### config.mk
export PLATFORM = sky130hd
export DESIGN_NAME = shortest_remaining_time_scheduler_top
export DESIGN_NICKNAME = d
export VERILOG_FILES = /design/src/hdl/srt_pkg.sv /design/src/hdl/srt_table.sv /design/src/hdl/srt_ctrl.sv /design/src/hdl/shortest_remaining_time_scheduler_top.sv
export SDC_FILE = /design/constraint.sdc
export NUM_CORES = 1
export LEC_CHECK = 0
export BUFFER_PORTS_ARGS = -buffer_cell sky130_fd_sc_hd__buf_2
export CORE_UTILIZATION = 25
export DETAILED_ROUTE_END_ITERATION = 6
export SYNTH_ARGS = -nofsm -noshare
export SYNTH_HDL_FRONTEND = slang
export SYNTH_SLANG_ARGS = --single-unit
### constraint.sdc
create_clock -name clk -period 6.4 [get_ports clk]
set_clock_uncertainty 0.05 [all_clocks]
set_input_delay 0.64 -clock clk [delete_from_list [all_inputs] [get_ports clk]]
set_output_delay 0.64 -clock clk [all_outputs]
set_load 0.05 [all_outputs]
### src/hdl/srt_pkg.sv
// srt_pkg: shared types and constants for the shortest-remaining-time scheduler
// item, result and table entry layouts; no dependencies
package srt_pkg;

  localparam int NUM_SLOTS_DEF = 16;
  localparam int TIME_W        = 16;
  localparam int COUNT_W       = 5;
  localparam int SLOT_FIELD_W  = 4;

  localparam logic KIND_LOAD = 1'b0;
  localparam logic KIND_TICK = 1'b1;

  typedef struct packed {
    logic                    kind;
    logic [SLOT_FIELD_W-1:0] slot;
    logic [TIME_W-1:0]       arrival_time;
    logic [TIME_W-1:0]       burst_time;
  } item_t;

  typedef struct packed {
    logic [SLOT_FIELD_W-1:0] chosen_slot;
    logic                    idle;
    logic                    all_done;
  } result_t;

  typedef struct packed {
    logic [TIME_W-1:0] arrival;
    logic [TIME_W-1:0] remaining;
  } entry_t;

endpackage

### src/hdl/srt_table.sv
// srt_table: process slot memory, one synchronous write port and one read port
// entries that were never loaded read back with zero remaining time; uses srt_pkg
module srt_table #(
  parameter int NUM_SLOTS = srt_pkg::NUM_SLOTS_DEF
) (
  input  logic                           clk,
  input  logic                           rst,
  input  logic                           wr_en,
  input  logic [$clog2(NUM_SLOTS)-1:0]   wr_addr,
  input  srt_pkg::entry_t                wr_data,
  input  logic [$clog2(NUM_SLOTS)-1:0]   rd_addr,
  output srt_pkg::entry_t                rd_data
);
  import srt_pkg::*;

  entry_t               mem [NUM_SLOTS];
  logic [NUM_SLOTS-1:0] valid;
  entry_t               rd_q;
  logic                 rd_valid;

  always_ff @(posedge clk) begin
    if (wr_en) begin
      mem[wr_addr] <= wr_data;
    end
    rd_q <= mem[rd_addr];
  end

  // per-entry written flags, cleared by reset
  always_ff @(posedge clk) begin
    if (rst) begin
      valid    <= '0;
      rd_valid <= 1'b0;
    end else begin
      if (wr_en) begin
        valid[wr_addr] <= 1'b1;
      end
      rd_valid <= valid[rd_addr];
    end
  end

  always_comb begin
    rd_data           = rd_q;
    rd_data.remaining = rd_valid ? rd_q.remaining : '0;
  end

  initial_unused_check: assert property (@(posedge clk) disable iff (rst)
      wr_en |=> valid[$past(wr_addr)])
    else $error("written entry not marked valid");

  unwritten_zero: assert property (@(posedge clk) disable iff (rst)
      !rd_valid |-> rd_data.remaining == '0)
    else $error("unwritten entry reads nonzero remaining time");

  read_tracks_flags: assert property (@(posedge clk) disable iff (rst)
      1'b1 |=> rd_valid == $past(valid[rd_addr]))
    else $error("read flag does not follow the written flags");

endmodule

### src/hdl/srt_ctrl.sv
// srt_ctrl: tick sequencer, minimum search over the slot table and time counter
// reads one slot per cycle from srt_table and writes the winner back; uses srt_pkg
module srt_ctrl #(
  parameter int NUM_SLOTS = srt_pkg::NUM_SLOTS_DEF
) (
  input  logic                                 clk,
  input  logic                                 rst,
  input  logic                                 start,
  output logic                                 busy,
  input  srt_pkg::item_t                       item,
  input  logic                                 cfg_wr,
  input  logic [srt_pkg::COUNT_W-1:0]          cfg_data,
  output logic                                 done,
  output srt_pkg::result_t                     result,
  output logic                                 tbl_wr_en,
  output logic [$clog2(NUM_SLOTS)-1:0]         tbl_wr_addr,
  output srt_pkg::entry_t                      tbl_wr_data,
  output logic [$clog2(NUM_SLOTS)-1:0]         tbl_rd_addr,
  input  srt_pkg::entry_t                      tbl_rd_data
);
  import srt_pkg::*;

  localparam int SLOT_W = $clog2(NUM_SLOTS);
  localparam int CNT_W  = $clog2(NUM_SLOTS + 1);

  localparam logic ST_IDLE = 1'b0;
  localparam logic ST_SCAN = 1'b1;

  logic                 state;
  logic                 rd_pend;
  logic [TIME_W-1:0]    cur_time;
  logic [COUNT_W-1:0]   pcount;

  logic [CNT_W-1:0]     n_q;
  logic [CNT_W-1:0]     n_clamp;
  logic [CNT_W-1:0]     issue_cnt;
  logic [SLOT_W-1:0]    eval_addr;
  logic                 found;
  logic                 any_work;
  logic [SLOT_W-1:0]    best;
  logic [TIME_W-1:0]    best_rem;
  logic [TIME_W-1:0]    best_arr;

  logic                 load_acc;
  logic                 tick_acc;
  logic                 slot_ok;
  logic                 rd_en;
  logic                 finish;
  logic                 cand_work;
  logic                 cand_take;

  assign busy     = (state != ST_IDLE);
  assign load_acc = start && !busy && (item.kind == KIND_LOAD);
  assign tick_acc = start && !busy && (item.kind == KIND_TICK);
  assign slot_ok  = (32'(item.slot) < NUM_SLOTS);

  always_comb begin
    if (32'(pcount) > NUM_SLOTS) begin
      n_clamp = CNT_W'(NUM_SLOTS);
    end else begin
      n_clamp = CNT_W'(pcount);
    end
  end

  assign rd_en       = (state == ST_SCAN) && (issue_cnt < n_q);
  assign finish      = (state == ST_SCAN) && !(issue_cnt < n_q) && !rd_pend;
  assign tbl_rd_addr = issue_cnt[SLOT_W-1:0];

  // a load writes the whole entry; a tick writes back the winner
  always_comb begin
    tbl_wr_en = (load_acc && slot_ok) || (finish && found);
    if (finish) begin
      tbl_wr_addr           = best;
      tbl_wr_data.arrival   = best_arr;
      tbl_wr_data.remaining = best_rem - TIME_W'(1);
    end else begin
      tbl_wr_addr           = SLOT_W'(item.slot);
      tbl_wr_data.arrival   = item.arrival_time;
      tbl_wr_data.remaining = item.burst_time;
    end
  end

  assign cand_work = (tbl_rd_data.remaining != '0);
  assign cand_take = cand_work && (tbl_rd_data.arrival <= cur_time) &&
                     (!found || (tbl_rd_data.remaining < best_rem));

  always_ff @(posedge clk) begin
    if (rst) begin
      state    <= ST_IDLE;
      rd_pend  <= 1'b0;
      done     <= 1'b0;
      cur_time <= '0;
      pcount   <= '0;
    end else begin
      done    <= finish;
      rd_pend <= rd_en;
      if (cfg_wr) begin
        pcount <= cfg_data;
      end
      case (state)
        ST_IDLE: begin
          if (tick_acc) begin
            state <= ST_SCAN;
          end
        end
        ST_SCAN: begin
          if (finish) begin
            state <= ST_IDLE;
            if (cur_time != '1) begin
              cur_time <= cur_time + TIME_W'(1);
            end
          end
        end
        default: begin
          state <= ST_IDLE;
        end
      endcase
    end
  end

  always_ff @(posedge clk) begin
    if (tick_acc) begin
      n_q       <= n_clamp;
      issue_cnt <= '0;
      eval_addr <= '0;
      found     <= 1'b0;
      any_work  <= 1'b0;
      best      <= '0;
      best_rem  <= '0;
      best_arr  <= '0;
    end else begin
      if (rd_en) begin
        issue_cnt <= issue_cnt + CNT_W'(1);
      end
      if (rd_pend) begin
        eval_addr <= eval_addr + SLOT_W'(1);
        if (cand_work) begin
          any_work <= 1'b1;
        end
        if (cand_take) begin
          found    <= 1'b1;
          best     <= eval_addr;
          best_rem <= tbl_rd_data.remaining;
          best_arr <= tbl_rd_data.arrival;
        end
      end
    end
    if (finish) begin
      result.chosen_slot <= found ? SLOT_FIELD_W'(best) : '0;
      result.idle        <= !found;
      result.all_done    <= !any_work;
    end
  end

  done_when_idle: assert property (@(posedge clk) disable iff (rst)
      done |-> !busy && $past(busy))
    else $error("result strobe outside the end of a tick");

  idle_slot_zero: assert property (@(posedge clk) disable iff (rst)
      (done && result.idle) |-> result.chosen_slot == '0)
    else $error("idle result carries a slot");

  all_done_idle: assert property (@(posedge clk) disable iff (rst)
      (done && result.all_done) |-> result.idle)
    else $error("all_done reported while a slot ran");

  time_saturates: assert property (@(posedge clk) disable iff (rst)
      (cur_time == '1) |=> (cur_time == '1))
    else $error("current time wrapped");

  no_write_mid_scan: assert property (@(posedge clk) disable iff (rst)
      (busy && !finish) |-> !tbl_wr_en)
    else $error("table written during a scan");

endmodule

### src/hdl/shortest_remaining_time_scheduler_top.sv
// shortest_remaining_time_scheduler_top: load items give no result. a tick with
// n = min(process_count, NUM_SLOTS) slots in use reads the table one slot per cycle,
// then raises the done strobe; start is taken again the cycle done shows.
// done is never held off by the receiver. synchronous reset clears time, the slot count
// and every slot's remaining time at once; no clearing pass is needed.
module shortest_remaining_time_scheduler_top #(
  parameter int NUM_SLOTS = srt_pkg::NUM_SLOTS_DEF
) (
  input  logic                        clk,
  input  logic                        rst,
  input  logic                        start,
  output logic                        busy,
  input  srt_pkg::item_t              item,
  input  logic                        cfg_wr,
  input  logic [srt_pkg::COUNT_W-1:0] cfg_data,
  output logic                        done,
  output srt_pkg::result_t            result
);
  import srt_pkg::*;

  localparam int SLOT_W = $clog2(NUM_SLOTS);

  logic              tbl_wr_en;
  logic [SLOT_W-1:0] tbl_wr_addr;
  entry_t            tbl_wr_data;
  logic [SLOT_W-1:0] tbl_rd_addr;
  entry_t            tbl_rd_data;

  srt_ctrl #(
    .NUM_SLOTS(NUM_SLOTS)
  ) u_ctrl (
    .clk        (clk),
    .rst        (rst),
    .start      (start),
    .busy       (busy),
    .item       (item),
    .cfg_wr     (cfg_wr),
    .cfg_data   (cfg_data),
    .done       (done),
    .result     (result),
    .tbl_wr_en  (tbl_wr_en),
    .tbl_wr_addr(tbl_wr_addr),
    .tbl_wr_data(tbl_wr_data),
    .tbl_rd_addr(tbl_rd_addr),
    .tbl_rd_data(tbl_rd_data)
  );

  srt_table #(
    .NUM_SLOTS(NUM_SLOTS)
  ) u_table (
    .clk    (clk),
    .rst    (rst),
    .wr_en  (tbl_wr_en),
    .wr_addr(tbl_wr_addr),
    .wr_data(tbl_wr_data),
    .rd_addr(tbl_rd_addr),
    .rd_data(tbl_rd_data)
  );

endmodule

==> Word level (Yosys, flattened, before mapping) <==
Memory sizes are Yosys's and may differ from the RTL's. A register that Yosys moved wholly into a read port is not among the register bits.
Cells that the tools add are included.
W data, S select, Z words.
{ "totals": {"wordCells": 67, "out_inout_bits": 8, "n_memories": 1, "mem_bits_rw": 512, "register_bits": 99, "in_bits": 46} }
{ "memory_table": {"columns": ["name", "depth", "width", "read_ports", "rd_clocked_by_memory_dff", "wr", "line_no", "source"], "rows": [
  ["u_table.mem", 16, 32, 1, 1, 1, "srt_table.sv:16", "entry_t mem [NUM_SLOTS];"]
]} }
{ "op_classes": {"n_reduce_logical": 21, "n_eq_ne": 1, "muxes": 12, "n_lt_le_gt_ge": 7, "add_sub_neg": 4, "bitwise": 3} }
{ "ops": {"columns": ["op", "count"], "rows": [
  ["$mux W32", 1],
  ["$add A16 B1 Y16 const B", 1],
  ["$le A16 B16 Y1", 1],
  ["$lt A16 B16 Y1", 1],
  ["$mux W16", 1],
  ["$ne A16 B16 Y1 const B", 1],
  ["$or A16 B16 Y16", 1],
  ["$reduce_bool A16 Y1", 1],
  ["$sub A16 B1 Y16 const B", 1],
  ["$logic_and A1 B1 Y1", 10],
  ["$lt A4 B5 Y1 const B", 2],
  ["$mux W1", 6],
  ["$add A5 B1 Y5 const B", 1],
  ["$gt A5 B5 Y1 const B", 1],
  ["$logic_not A1 Y1", 5],
  ["$lt A5 B5 Y1", 1],
  ["$add A4 B1 Y4 const B", 1],
  ["$bmux W1 S4", 1],
  ["$demux W1 S4", 1],
  ["$ge A4 B1 Y1 const B", 1],
  ["$mux W4", 1],
  ["$reduce_and A2 Y1", 2],
  ["$reduce_and A3 Y1", 1],
  ["$logic_or A1 B1 Y1", 2],
  ["2 further kinds", 3]
]} }

==> Logic depth before layout (Yosys ltp) <==
{ "logic_depth": {"ltp_word": 10, "depth_mapped": 11, "depth_no_buf": 9} }

==> Modules after synthesis <==
A second synthesis with hierarchy kept.
{ "hier_totals": {"hier_cells": 1483, "area_unflattened_um2": 25540.7} }
{ "by_module_without_submodules": {"columns": ["module", "area_per_inst_um2", "seq_area_each_um2", "n_inst", "cells_each"], "rows": [
  ["srt_table", 20716.1, 16355.7, 1, 906],
  ["srt_ctrl", 4824.6, 1751.7, 1, 577]
]} }

==> Least setup slack after synthesis <==
OpenSTA, ideal clock, no wires.
{ "synth_timing": {"path_type": "flip-flop to flip-flop", "startpoint": "register u_ctrl.state (netlist: u_ctrl.busy)", "endpoint": "memory u_table.mem[1][0] (netlist name), enable pin", "t_required_ns": 5.886, "path_buffers": 1, "stages_incl_launch_ff": 8, "arrival_ns": 3.937, "setup_slack_ns": 1.949, "synth_period_minus_slack_ns": 4.451, "setup_time_ns": 0.464, "cell_sequence": "dfxtp_1 -> nor2b_1 -> o21a_1 -> a41oi_4 -> inv_2 -> buf_2 -> a31oi_1 -> nor3_1"} }
{ "synth_via": {"elab_chain_len": 6, "elab_cells_between_ends": 10, "classes_between": "mux: 3; reduce/logical: 7"} }
{ "synth_rtl": {"columns": ["element", "line_no", "source"], "rows": [
  ["from (decl)", "srt_ctrl.sv:29", "logic state;"],
  ["from (signal assigned)", "srt_ctrl.sv:89", "state <= ST_IDLE;"],
  ["from (signal assigned)", "srt_ctrl.sv:103", "state <= ST_SCAN;"],
  ["from (signal assigned)", "srt_ctrl.sv:108", "state <= ST_IDLE;"],
  ["$logic_not A1 Y1 or $logic_and A1 B1 Y1 (tied branches)", "srt_ctrl.sv:53, srt_ctrl.sv:66", null],
  ["$logic_and A1 B1 Y1 (on tied branches)", "srt_ctrl.sv:53, srt_ctrl.sv:66", null],
  ["$logic_and A1 B1 Y1 (on tied branches)", "srt_ctrl.sv:53, srt_ctrl.sv:71", null],
  ["$logic_or A1 B1 Y1", "srt_ctrl.sv:71", "tbl_wr_en = (load_acc && slot_ok) || (finish && found);"],
  ["$mux W1", "srt_table.sv:22", "if (wr_en) begin"],
  ["$mux W1 (not written as such)", "srt_table.sv:23", "mem[wr_addr] <= wr_data;"],
  ["to (decl)", "srt_table.sv:16", null]
]} }
Several ways; a longest one is shown, not always the timed one.

==> Worst setup path after layout <==
{ "layout_timing": {"startpoint": "register u_ctrl.issue_cnt[3]", "endpoint": "memory u_table.mem[6][4] (netlist name), enable pin"} }
{ "layout_via": {"elab_chain_len": 8, "elab_cells_between_ends": 9, "classes_between": "order compare: 1; mux: 3; reduce/logical: 5"} }
{ "layout_rtl": {"columns": ["element", "line_no", "source"], "rows": [
  ["from (decl)", "srt_ctrl.sv:36", "logic [CNT_W-1:0] issue_cnt;"],
  ["from (signal assigned)", "srt_ctrl.sv:133", "issue_cnt <= issue_cnt + CNT_W'(1);"],
  ["$lt A5 B5 Y1 (*)", "srt_ctrl.sv:66", "assign finish = (state == ST_SCAN) && !(issue_cnt < n_q) && !rd_pend;"],
  ["$logic_not A1 Y1 (*)", "srt_ctrl.sv:66", null],
  ["$logic_and A1 B1 Y1 (*) (2 in a row)", "srt_ctrl.sv:66", null],
  ["$logic_and A1 B1 Y1", "srt_ctrl.sv:71", null],
  ["$logic_or A1 B1 Y1", "srt_ctrl.sv:71", null],
  ["$mux W1", "srt_table.sv:22", null],
  ["$mux W1 (not written as such)", "srt_table.sv:23", null]
]} }
Mark *: on every way between the ends. The rest lies on a longest branch, timed or not.

==> impl_metrics.csv <==
group,metric,value,unit
power,vdd_drop_max,0.0001931,V
yosys,synth_cell_types,68,
worst_setup_path,path_cells,"buf_4, ha_1, and2_1, o21a_1, a41oi_4, buf_4, mux2i_1, nor2_4, buf_4",
sta,maxSlewHeadroom,18.17,%
yosys,ys_seq_area_share,70.17,%
yosys,async_flop_share,0,%
power,power.density,348.6,nW/um^2
layout,stdcell_area,29990,sq um
die,start_util,25.29,%
clocking,clk_pin_slew_worst_paths,0.06,ns
sta,period_share,66.92,%
die,die_x,323.3,microns
drt,drt_wl_total,58930,microns
drt,wire_per_inst,19.91,microns
clocking,cts_buffers,68,
sta,finalSetupViolCount,0,
yosys,postSynthAreaPerCell,17.71,sq um
worst_setup_path,criticalPathCategory,"register to register",
yosys,synth_area,25810,sq um
worst_hold_path,hold_class,"input pin to register",
yosys,synth_fp_nets,1542,
flow_run,drv_cap,0,
drt,route.vias.total,13200,
clocking,post_cts_resize_count,0,
worst_setup_path,required,6.61,ns
sta,fin_crit,4.283,ns
drt,viasPerCell,4.461,
global_route,first_global_vias,13660,
placement,gp_congestion,0.7654,
sta,rsz0062_at_grt,"no",
clocking,cts_tree,"yes",
outcome,status,"completed",
clocking,cts_hold_buf,0,
global_route,overflow,0,
worst_setup_path,cpMostUsedCell,"buf_4",
layout,area.growth.synth_to_final,16.21,%
drt,antenna_left,0,
placement,place_area,27760,sq um
clocking,clock-sinks,643,
die,num_rows,117,
sta,fin_setup_tns,0,ns
worst_setup_path,worst_path_max_delay_cell,"nor2_4",
placement,port_buffers,53,
yosys,synth.top_cells.by_area,"edfxtp_1 (61%), mux4_2 (14%), dfxtp_1 (9.3%), nand2_1 (2.3%), ha_1 (1.9%)",
drt,drtPass1Iterations,5,
worst_setup_path,path_max_fanout,69,
yosys,ys.flop_type,"edfxtp_1",
drt,met3WireLength,2788,microns
placement,placedCellCount,2836,
clocking,cts_max_path_buffers,3,
yosys,yosys.area.top_type,"edfxtp_1",
drt,drc,0,
power,p_leak,0.009510,uW
layout,fin_util,29.39,%
power,totalPowerFinal,10450,uW
yosys,synth_top_cell_area_share,60.86,%
yosys,synth_warnings,0,
drt,drt_iter0_drc,997,
worst_setup_path,critPathArrivalTime,4.50,ns
die,die_area,104500,sq um
sta,slew_violations,0,
yosys,syn-instance-count,1457,
sta,hold_viol,0,
global_route,grt_pass1_wl,88710,microns
layout,stdcell_count,2960,
sta,tightest_slew,1.219,ns
die,fp.dieH,323.3,microns
placement,hpwl,36560,microns
die,core_area,102000,sq um
global_route,antenna_found_initial,8,
yosys,yosys_register_bits,643,
worst_setup_path,max_stage_delay,0.74,ns
clocking,cts_setup_buffers,0,
global_route,grt_max_degree,74,
drt,wl_met2,28150,microns
yosys,synth-edff-count,523,
layout,drive_gt1_share,24.25,%
worst_setup_path,crit_path_start_kind,"register",
layout,antennaDiodeCount,0,
layout,fillers,9928,
sta,fmax,0.2335,GHz
drt,drt-met1-wl,26580,microns
clocking,clock-root-buffer,"clkbuf_16",
die,num_io_pins,54,
drt,routed.top_layer,"met5",
worst_setup_path,critPathCaptureType,"register",
layout,nNetsFinal,1623,
global_route,grt_util_all_layers,11.39,%
clocking,clk-insertion-delay-late,0.60,ns
clocking,htree_num_levels,3,
flip-flops by register name, indices dropped and copies added (netlist names), 4 cells and up:
name	count
u_ctrl.cur_time	16
u_table.valid	16
u_ctrl.best	4
u_table.rd_q	16
u_ctrl.pcount	5
u_ctrl.best_rem	16
u_ctrl.eval_addr	4
u_table.mem	512
u_ctrl.best_arr	16
u_ctrl.result	6
u_ctrl.n_q	5
u_ctrl.issue_cnt	5
u_table.rd_data	16
synthesized netlist by cell type, types with 14 or more instances:
master	count
nor2_1	63
xnor2_1	25
mux4_2	165
nand2_1	156
buf_2	20
ha_1	39
mux2i_1	45
clkbuf_1	33
and2_1	21
edfxtp_1	523
a21oi_1	16
inv_1	51
o21ai_0	14
dfxtp_1	120
worst max-delay path: cells and delay by family (launching register included):
family / cells / cell delay, ns
AO/OA/AOI/OAI: 2 / 0.38
multiplexers: 1 / 0.49
buffers and inverters: 3 / 1.48
flip-flops: 1 / 0.31
adder cells (fa/ha/maj): 1 / 0.32
AND/OR/NAND/NOR: 2 / 0.90
worst paths after layout:
kind,start,endpoint,slack [ns],cells after the start
setup / recovery,u_ctrl.issue_cnt[3],u_table.mem[6][4],2.12,9
hold / removal,cfg_data[0],u_ctrl.pcount[0],0.24,3
setup reg to reg,u_ctrl.issue_cnt[3],u_table.mem[6][4],2.12,9
hold reg to reg,u_ctrl.best_arr[7],u_ctrl.best_arr[7],0.41,2
metal layers:
layer  vias up  track usage (%)
met5         -                0
met4         8            3.454
met3       104            2.260
met2       328            18.32
met1      6922            15.44
li1       5842                -
cell usage in the layout (no fill, tap or decap), drive strengths merged, types with 6 or more instances in the layout:
master | netlist | routed
nor2 | 63 | 63
nor4 | 10 | 10
buf | 37 | 81
o31ai | 6 | 6
clkbuf | 33 | 94
nor3 | 10 | 10
nand4 | 10 | 10
o22ai | 10 | 10
nor2b | 13 | 13
nand3 | 12 | 12
and2 | 21 | 21
bufinv | 0 | 7
o21ba | 6 | 6
o21ai | 25 | 25
ha | 39 | 39
a31oi | 6 | 6
edfxtp | 523 | 523
a21oi | 16 | 16
inv | 52 | 56
mux2i | 45 | 45
mux4 | 165 | 165
dfxtp | 120 | 120
xnor2 | 25 | 25
clkinv | 0 | 17
nand2 | 156 | 156
logic make-up (layout without fill, tap and decap cells):
family / Yosys count / count (layout) / synth area share [%]
and+or+nand+nor: 321 / 321 / 5.944
DFF: 643 / 643 / 70.17
xor gates and xnor gates: 30 / 30 / 1.018
muxes: 212 / 212 / 16.23
adders and majority gates: 39 / 39 / 1.891
AOI/OAI and AO/OA: 90 / 90 / 2.512
buffers and inverters: 122 / 257 / 2.235
metrics by stage:
| step | hold WS (ns) | setup WS, ns |
|---|---|---|
| finish | 0.2399 | 2.117 |
| global route | 0.2375 | 1.876 |
| CTS | 0.1963 | 2.059 |
| detailed placement | 0.4001 | 2.075 |
| global placement | 0.3928 | 2.185 |
| floorplan | 0.3780 | 1.949 |
final cells by class:
cell class / instances / area, sq um / area share [%]
multi-input cells: 692 / 7257 / 24.20
repair buffers: 81 / 475.5 / 1.585
flip-flops and latches: 643 / 18120 / 60.41
clock inverters: 30 / 349.1 / 1.164
inverters: 52 / 195.2 / 0.6509
well taps: 1368 / 1712 / 5.708
clock buffers: 94 / 1883 / 6.279
report_power, final:
group	switching [uW]	total, uW	internal [uW]	leakage, uW
Sequential	146	4840	4690	0.00569
Combinational	821	1670	848	0.00273
Clock	1590	3950	2350	0.00108
Total	2560	10500	7890	0.00951
(Power assumes the default switching activity.)
